<file path="config.mk">
export PLATFORM = sky130hd
export DESIGN_NAME = lucf_ctrl
export DESIGN_NICKNAME = d
export VERILOG_FILES = /design/src/design/lucf_pkg.sv /design/src/design/lucf_ctrl.sv
export VERILOG_INCLUDE_DIRS = /design/src /design/src/design
export SDC_FILE = /design/constraint.sdc
export NUM_CORES = 1
export LEC_CHECK = 0
export BUFFER_PORTS_ARGS = -buffer_cell sky130_fd_sc_hd__buf_2
export CORE_MARGIN = 2
export CORE_UTILIZATION = 59
export CTS_CLUSTER_SIZE = 40
export DETAILED_ROUTE_END_ITERATION = 8
export GPL_TIMING_DRIVEN = 1
export PLACE_DENSITY_LB_ADDON = 0.3
export SYNTH_ARGS = -nofsm -noshare
export SYNTH_HDL_FRONTEND = slang
export SYNTH_SLANG_ARGS = --single-unit
</file>
<file path="constraint.sdc">
create_clock -name clk -period 3.3 [get_ports clk]
set_input_delay 0.165 -clock clk [delete_from_list [all_inputs] [get_ports clk]]
set_output_delay 0.165 -clock clk [all_outputs]
set_load 0.05 [all_outputs]
</file>
<file path="src/design/lu_cholesky_factorizer_core_macros.svh">
// Assertion macros used by the factorizer controller.
`ifndef LU_CHOLESKY_FACTORIZER_CORE_MACROS_SVH
`define LU_CHOLESKY_FACTORIZER_CORE_MACROS_SVH

// Check a property on every rising clock edge outside reset.
`define LUCF_ASSERT(label, prop, msg) \
	label: assert property (@(posedge clk) disable iff (!arst_n) (prop)) else $error(msg);

// Check that a condition never holds outside reset.
`define LUCF_NEVER(label, cond, msg) \
	label: assert property (@(posedge clk) disable iff (!arst_n) !(cond)) else $error(msg);

`endif

</file>
<file path="src/design/lucf_pkg.sv">
// Shared types and constants of the LU / Cholesky factorizer.
package lucf_pkg;

	localparam int DATA_W  = 32;
	localparam int IDX_W   = 3;
	localparam int SIZE_W  = 4;
	localparam int FLAT_W  = 6;
	localparam int COUNT_W = 7;
	localparam int CFG_W   = 4;

	localparam logic [1:0] STATUS_OK       = 2'd0;
	localparam logic [1:0] STATUS_ZERO_PIV = 2'd1;
	localparam logic [1:0] STATUS_NEG_DIAG = 2'd2;
	localparam logic [1:0] STATUS_SAT      = 2'd3;

	localparam logic REG_MATRIX_SIZE = 1'b0;
	localparam logic REG_FACTOR_MODE = 1'b1;

	typedef enum logic [1:0] {
		WS_LOAD,
		WS_SQRT,
		WS_DIV,
		WS_UPD
	} wsel_t;

	typedef enum logic [2:0] {
		LT_NONE,
		LT_A,
		LT_B,
		LT_ACC,
		LT_PIV
	} lat_t;

	typedef struct packed {
		logic              rd;
		logic              wr;
		wsel_t             wsel;
		lat_t              lat;
		logic [IDX_W-1:0]  row;
		logic [IDX_W-1:0]  col;
		logic              use_flat;
		logic [FLAT_W-1:0] flat;
		logic              sqrt_go;
		logic              div_go;
		logic              mul_go;
		logic              clr_status;
		logic              emit;
		logic              last;
	} cmd_t;

	typedef struct packed {
		logic sqrt_done;
		logic div_done;
	} stat_t;

endpackage

</file>
<file path="src/design/lucf_ctrl.sv">
// Controller: load counting, factorization loop sequencing and emit sweep.
`include "lu_cholesky_factorizer_core_macros.svh"
module lucf_ctrl #(
	parameter int MAX_ORDER = 8
) (
	input  logic                        clk,
	input  logic                        arst_n,
	input  logic                        start,
	output logic                        busy,
	input  logic [lucf_pkg::SIZE_W-1:0] order_n,
	input  logic                        chol,
	output lucf_pkg::cmd_t              cmd,
	input  lucf_pkg::stat_t             stat
);
	localparam int DEPTH = MAX_ORDER * MAX_ORDER;

	typedef enum logic [4:0] {
		ST_IDLE, ST_KBEG, ST_SRD, ST_SLAT, ST_SGO, ST_SWAIT, ST_SWR,
		ST_PRD, ST_PLAT, ST_DCHK, ST_DRD, ST_DLAT, ST_DGO, ST_DWAIT,
		ST_DWR, ST_DWR2, ST_UCHK, ST_URA, ST_URB, ST_URC, ST_UMUL,
		ST_UWR, ST_EMIT
	} state_t;

	state_t                       state_q;
	logic [lucf_pkg::COUNT_W-1:0] lc_q;
	logic [lucf_pkg::SIZE_W-1:0]  k_q, i_q, j_q;
	logic [lucf_pkg::COUNT_W-1:0] total;
	logic [lucf_pkg::COUNT_W-1:0] lc_next;
	logic                         accept;
	logic                         emit_last;
	logic [lucf_pkg::SIZE_W-1:0]  n_m1;

	always_comb begin
		total     = lucf_pkg::COUNT_W'(order_n) * lucf_pkg::COUNT_W'(order_n);
		lc_next   = lc_q + 1'b1;
		accept    = start && (state_q == ST_IDLE);
		n_m1      = order_n - 1'b1;
		emit_last = (i_q == n_m1) && (j_q == n_m1);
	end

	assign busy = (state_q != ST_IDLE);

	// Decode the command for the current step
	always_comb begin
		cmd = '0;
		cmd.wsel = lucf_pkg::WS_LOAD;
		cmd.lat  = lucf_pkg::LT_NONE;
		case (state_q)
			ST_IDLE: begin
				cmd.use_flat = 1'b1;
				cmd.flat = lc_q[lucf_pkg::FLAT_W-1:0];
				cmd.wr = accept && (lc_q < lucf_pkg::COUNT_W'(DEPTH));
			end
			ST_SRD: begin
				cmd.rd = 1'b1; cmd.lat = lucf_pkg::LT_A;
				cmd.row = k_q[2:0]; cmd.col = k_q[2:0];
			end
			ST_SGO: cmd.sqrt_go = 1'b1;
			ST_SWR: begin
				cmd.wr = 1'b1; cmd.wsel = lucf_pkg::WS_SQRT;
				cmd.row = k_q[2:0]; cmd.col = k_q[2:0];
			end
			ST_PRD: begin
				cmd.rd = 1'b1; cmd.lat = lucf_pkg::LT_PIV;
				cmd.row = k_q[2:0]; cmd.col = k_q[2:0];
			end
			ST_DRD: begin
				cmd.rd = 1'b1; cmd.lat = lucf_pkg::LT_A;
				cmd.row = i_q[2:0]; cmd.col = k_q[2:0];
			end
			ST_DGO: cmd.div_go = 1'b1;
			ST_DWR: begin
				cmd.wr = 1'b1; cmd.wsel = lucf_pkg::WS_DIV;
				cmd.row = i_q[2:0]; cmd.col = k_q[2:0];
			end
			ST_DWR2: begin
				cmd.wr = 1'b1; cmd.wsel = lucf_pkg::WS_DIV;
				cmd.row = k_q[2:0]; cmd.col = i_q[2:0];
			end
			ST_URA: begin
				cmd.rd = 1'b1; cmd.lat = lucf_pkg::LT_A;
				cmd.row = i_q[2:0]; cmd.col = k_q[2:0];
			end
			ST_URB: begin
				cmd.rd = 1'b1; cmd.lat = lucf_pkg::LT_B;
				cmd.row = chol ? j_q[2:0] : k_q[2:0];
				cmd.col = chol ? k_q[2:0] : j_q[2:0];
			end
			ST_URC: begin
				cmd.rd = 1'b1; cmd.lat = lucf_pkg::LT_ACC;
				cmd.row = i_q[2:0]; cmd.col = j_q[2:0];
			end
			ST_UMUL: cmd.mul_go = 1'b1;
			ST_UWR: begin
				cmd.wr = 1'b1; cmd.wsel = lucf_pkg::WS_UPD;
				cmd.row = i_q[2:0]; cmd.col = j_q[2:0];
			end
			ST_EMIT: begin
				cmd.rd = 1'b1; cmd.emit = 1'b1; cmd.last = emit_last;
				cmd.row = i_q[2:0]; cmd.col = j_q[2:0];
			end
			default: ;
		endcase
		if (state_q == ST_IDLE && accept && lc_next >= total) cmd.clr_status = 1'b1;
	end

	// Advance the loop counters and the state
	always_ff @(posedge clk or negedge arst_n) begin
		if (!arst_n) begin
			state_q <= ST_IDLE;
			lc_q    <= '0;
			k_q     <= '0;
			i_q     <= '0;
			j_q     <= '0;
		end else begin
			case (state_q)
				ST_IDLE: begin
					if (accept) begin
						if (lc_next >= total) begin
							lc_q    <= '0;
							k_q     <= '0;
							state_q <= ST_KBEG;
						end else begin
							lc_q <= lc_next;
						end
					end
				end
				ST_KBEG: begin
					if (k_q == order_n) begin
						i_q     <= '0;
						j_q     <= '0;
						state_q <= ST_EMIT;
					end else begin
						state_q <= chol ? ST_SRD : ST_PRD;
					end
				end
				ST_SRD:   state_q <= ST_SLAT;
				ST_SLAT:  state_q <= ST_SGO;
				ST_SGO:   state_q <= ST_SWAIT;
				ST_SWAIT: if (stat.sqrt_done) state_q <= ST_SWR;
				ST_SWR:   state_q <= ST_PRD;
				ST_PRD:   state_q <= ST_PLAT;
				ST_PLAT: begin
					i_q     <= k_q + 1'b1;
					state_q <= ST_DCHK;
				end
				ST_DCHK: begin
					if (i_q == order_n) begin
						i_q     <= k_q + 1'b1;
						j_q     <= k_q + 1'b1;
						state_q <= ST_UCHK;
					end else begin
						state_q <= ST_DRD;
					end
				end
				ST_DRD:   state_q <= ST_DLAT;
				ST_DLAT:  state_q <= ST_DGO;
				ST_DGO:   state_q <= ST_DWAIT;
				ST_DWAIT: if (stat.div_done) state_q <= ST_DWR;
				ST_DWR: begin
					if (chol) begin
						state_q <= ST_DWR2;
					end else begin
						i_q     <= i_q + 1'b1;
						state_q <= ST_DCHK;
					end
				end
				ST_DWR2: begin
					i_q     <= i_q + 1'b1;
					state_q <= ST_DCHK;
				end
				ST_UCHK: begin
					if (i_q == order_n) begin
						k_q     <= k_q + 1'b1;
						state_q <= ST_KBEG;
					end else if (j_q == order_n) begin
						i_q <= i_q + 1'b1;
						j_q <= k_q + 1'b1;
					end else begin
						state_q <= ST_URA;
					end
				end
				ST_URA:  state_q <= ST_URB;
				ST_URB:  state_q <= ST_URC;
				ST_URC:  state_q <= ST_UMUL;
				ST_UMUL: state_q <= ST_UWR;
				ST_UWR: begin
					j_q     <= j_q + 1'b1;
					state_q <= ST_UCHK;
				end
				ST_EMIT: begin
					if (emit_last) begin
						state_q <= ST_IDLE;
					end else if (j_q == n_m1) begin
						j_q <= '0;
						i_q <= i_q + 1'b1;
					end else begin
						j_q <= j_q + 1'b1;
					end
				end
				default: state_q <= ST_IDLE;
			endcase
		end
	end

	`LUCF_NEVER(a_rd_wr_excl, cmd.rd && cmd.wr, "memory read and write in one cycle")
	`LUCF_ASSERT(a_sqrt_chol, cmd.sqrt_go |-> chol, "square root started in LU mode")
	`LUCF_ASSERT(a_idle_no_rd, (state_q == ST_IDLE) |-> !cmd.rd, "memory read while idle")
	`LUCF_ASSERT(a_emit_end, (cmd.emit && cmd.last) |=> (state_q == ST_IDLE),
		"emit sweep did not end on the last entry")
endmodule

</file>
# Yosys cells after proc, flatten, opt, wreduce, memory -nomap -nowiden
# Cells that the tools add are included.
# word_totals
regBits	24
input_bits	10
out_inout_bits	27
word_cells	119
# classes
add_sub_neg	5
n_mul	1
magnitude_cmp	2
eq_ne	41
n_mux	42
n_reduce_logical	23
# ops
cell	n
one-hot mux 5 bit (22 select lines)	1
two-way mux 4 bit	13
two-way mux 5 bit	9
== test 5 x 4 -> 1 bit, second input constant	8
== test 5 bit, second input constant	7
one-hot mux 6 bit (5 select lines)	1
one-hot mux 4 bit (7 select lines)	1
inequality test 2 bit, second input constant	12
== test 4 bit	5
== test 5 x 3 -> 1 bit, second input constant	4
one-hot mux 4 bit (5 select lines)	1
two-way mux 7 bit	2
adder 4 x 1 -> 4 bit, second input constant	3
two-way mux 3 bit	4
one-hot mux 3 bit (4 select lines)	1
AND reduction 6 bit	2
OR reduction 3 bit	4
== test 5 x 2 -> 1 bit, second input constant	2
nonzero test 5 bit	2
one-hot mux 4 bit (2 select lines)	1
AND reduction 8 bit	1
adder 7 x 1 -> 7 bit, second input constant	1
greater-or-equal comparator 7 bit	1
< comparator 7 bit, second input constant	1
18 further kinds	27

# Logic depth before layout (Yosys ltp)
# depth
depth_word	5
mapped_depth	14

# Least setup slack after synthesis
# No wires, ideal clock.
# synth_timing
path_type	register -> output
start	register state_q[4]
end	output port cmd[24] in the netlist's numbering
arrival_ns	2.941
required_time_ns	3.135
slack_ns	0.194
stages_incl_launch_ff	8
path_cell_list	dfrtp_1 -> clkbuf_1 -> nor2_1 -> nand3_1 -> inv_1 -> nand2_1 -> clkbuf_1 -> o22ai_1
# synth_rtl
item	line	source
start, declared	lucf_ctrl.sv:24	state_t state_q;
start signal, assigned	lucf_ctrl.sv:134	state_q <= chol ? ST_SRD : ST_PRD;
end, declared	lucf_ctrl.sv:12	output lucf_pkg::cmd_t cmd,

==> impl_summary.md <==
Logic synthesis
The net count of the mapped netlist is just under 400. Ranked by total cell area, the synthesized netlist is headed by sky130_fd_sc_hd__dfrtp_1, sky130_fd_sc_hd__ha_1, sky130_fd_sc_hd__xnor2_1. The Yosys step of the flow raised 0 warnings. The library cell occupying the most area in the post-synthesis netlist is sky130_fd_sc_hd__dfrtp_1. The cell with the most instances after synthesis is sky130_fd_sc_hd__nand2_1. The netlist uses 56 different library cells. The number of register bits inferred by synthesis is 24.

The async set or reset register ratio after synthesis is 1.000. The register area share after synthesis is 0.2170. The per-instance average area after synthesis is about 7.7 um2.

The cell count after synthesis came out at between 300 and 400. Yosys mapped a number of flops with a built-in enable equal to 0. In the synthesized netlist the dominant register cell turns out to be sky130_fd_sc_hd__dfrtp_1. Counting instances in the post-synthesis netlist gives the leading cell types as sky130_fd_sc_hd__nand2_1, sky130_fd_sc_hd__nor2_1, sky130_fd_sc_hd__o21ai_0. After synthesis the cells add up to ~2800 um2. The share of Yosys cell area claimed by the top area cell type is 0.2170.

Setup path
Along the worst path, the maximum fanout reaches 10. The worst setup path is captured at an output port. The critical path required time is roughly 3.1 ns. The kind of critical path is reg2out. The delay of the slowest cell on the worst path is approximately 0.47 ns. Walking the worst path, the cells encountered are ha_1 > nand3_1 > nor2_1 > xor2_1 > ha_1 > nand3_1 > o21ai_1 > and2_1 > buf_2. The startpoint class of the critical path is a flip-flop. The endpoint arrival time on the critical path is roughly 2.8 ns. The slowest stage of the critical path is the sky130_fd_sc_hd__dfrtp_1 cell.

Cells and area
The final antenna diode count is 0. The proportion of layout cells with a drive suffix above 1 is 0.1488. The final standard cell utilization of the core is 0.6717. Relative to the synthesized area, the layout overhead comes to 7.866%. At the end of the flow, the number of nets in the layout was between 400 and 500.

STA
The number of hold violations in the final report is 0. The final number of max-transition violations is 0. The clock tree skew after final layout is just over 0.009 ns. The smallest clock period supported by the final layout is computed as between 2 and 3 ns.

The least setup slack across all paths after layout is between 0.3 and 0.4 ns. Setup violations remaining at the end of the flow were counted as 0. Dividing the final minimum period by the clock period gives 0.9075. The actual slew at the worst max-slew pin is between 0.7 and 0.8 ns.

The maximum clock rate is ~330 MHz. Setup repair after global routing left no endpoint under its margin. The total negative slack for setup checks is 0 ns. The relative slew slack is 0.5253.

Clock network
In this run the number of H-tree levels came out at 1. After clock tree synthesis, the clock-pin slew on the worst setup and hold paths is about 0.10 ns. The clock tree root driver cell is sky130_fd_sc_hd__clkbuf_8. The TritonCTS sink count is 24.

TritonCTS built the clock tree. Once the clock tree was built, the setup fixing pass inserted 0 buffers. The clock latency of the later-clocked register in the worst-skew pair is 0.27 ns.

The CTS buffer count is 3. No sink is reached through more buffers than the 2 on the longest clock path.

Status
The flow ran to the end, and the final reports show no timing, DRC or antenna violations.

Die
The effective utilization at floorplan is 0.6227. From left edge to right edge, the die measures between 70 and 80 um. Pin placement for this block handled 37 I/O pins.

The count of standard-cell rows is 24. The die is just over 70 um tall. The die covers approximately 5300 um2.

The core area is around 4400 um2.

Detailed routing
The routed length per instance is between 15 and 20 um. The remaining design rule violation count is 0. Summing over every cut layer, the via total after detailed routing is 2,732. The count of nets left with antenna violations once routing finished came out at 0. The aggregate routed wire length is just under 7000 um.

The per-cell via count in the routed design is ~6.3. The first-pass detailed-route iteration total is 5. The number of design-rule violations left by the first detailed-router iteration is roughly 160.

Global routing
In the global route stage, overall resource usage came out at 0.2792. The via count of the first global-routing pass is between 2,000 and 3,000. The initial antenna violation count was 0. The largest net degree at the start of global routing is 25. The wire length of the first global-routing pass is around 12,000 um. After global routing the overflow that remains totals 0.

Placement
Summed over all nets, the half-perimeter wirelength after detailed placement is ~5300 um. In this run the tool buffered the top-level ports with 36 buffer cells. The worst slack after detailed placement is between 0.3 and 0.4 ns. The global placement routability congestion is between 0.8 and 0.9.

Power
IR analysis of the VDD net gives a maximum drop of 539.9 uV. For this design the static power due to leakage is roughly 1.4 nW. The power per cell area is 800.2 nW/um2.

Min path
The class of the tightest hold or removal check is in2reg.

Job
The tool flagged a number of max-cap violations equal to 0.
flip-flops by register name, indices dropped and copies added (netlist names):
name,count
state_q,5
i_q,4
k_q,4
j_q,4
lc_q,7
logic make-up (layout without fill, tap and decap cells):
| kind of cell | after synthesis | count (layout) | synth area share |
|---|---|---|---|
| adder cells (fa/ha/maj) | 17 | 17 | 0.07957 |
| AND/OR/NAND/NOR | 144 | 144 | 0.2749 |
| multiplexers | 6 | 6 | 0.02622 |
| buffers and inverters | 41 | 64 | 0.07459 |
| AO/OA/AOI/OAI | 98 | 98 | 0.2301 |
| XOR/XNOR | 30 | 30 | 0.09765 |
| flip-flops | 24 | 24 | 0.2170 |
final timing paths:
kind / from / end / slack, ns / cells after the start
min reg2reg: lc_q[6] / lc_q[6] / 0.55 / 2
min: start / state_q[0] / 0.31 / 4
max: lc_q[0] / cmd[2] / 0.31 / 9
max in group asynchronous: arst_n / j_q[1] / 2.52 / 2
max reg2reg: lc_q[0] / state_q[2] / 0.66 / 9
min in group asynchronous: arst_n / lc_q[2] / 0.40 / 2
area by class of cell:
cell class / count / area [um2]
multi-input cells: 295 / 1961
fillers: 396 / 1459
clock buffers: 3 / 41.29
clock inverters: 1 / 30.03
well taps: 52 / 65.06
repair buffers: 40 / 212.7
flip-flops and latches: 24 / 600.6
inverters: 20 / 75.07
critical path, delay by kind of cell (launching register included):
kind / cells / cell delay [ns]
compound gates: 1 / 0.46
buf+inv: 1 / 0.27
flops: 1 / 0.47
xor+xnor: 1 / 0.25
fa+ha+maj: 2 / 0.48
simple gates: 4 / 0.62
where the power goes:
part | leakage [nW] | switching (mW) | total, mW | internal [mW]
clock | 0.0357 | 0.102 | 0.264 | 0.162
combinational | 1.04 | 0.990 | 1.53 | 0.539
sequential | 0.322 | 0.228 | 0.595 | 0.367
per-layer routing:
metal	share of wire	track usage	routed length [um]
met5	0	0	0
met4	0.0039	0.06379	27
met3	0.086	0.03194	601
met2	0.48	0.4832	3334
met1	0.43	0.3750	2997
what timing repair did:
item | in CTS | in global routing
hold buffers | 1 | 0
endpoints found under the hold margin | 24 | 0
gates resized for setup | 0 | 0
endpoints found under the setup margin | 0 | 0
placed cells by master (no fill, tap or decap), types with 14 or more instances in the layout:
cell,n
sky130_fd_sc_hd__inv_1,20
sky130_fd_sc_hd__xnor2_1,19
sky130_fd_sc_hd__a21oi_1,19
sky130_fd_sc_hd__ha_1,16
sky130_fd_sc_hd__buf_2,36
sky130_fd_sc_hd__nand2_1,40
sky130_fd_sc_hd__dfrtp_1,24
sky130_fd_sc_hd__nand3_1,14
sky130_fd_sc_hd__nor2_1,31
sky130_fd_sc_hd__o21ai_0,26
per-stage QoR:
step	hold WS, ns	power [mW]	area [um2]	std cells
after floorplan	-0.1306	1.785	2768	360
after global placement	0.1857	2.069	2904	430
after detailed placement	0.1875	2.100	2904	430
after CTS	0.2944	2.369	2985	435
after global routing	0.3069	2.565	2985	435
final	0.3075	2.389	2985	435
No activity file was read; power rests on OpenSTA's default activity.
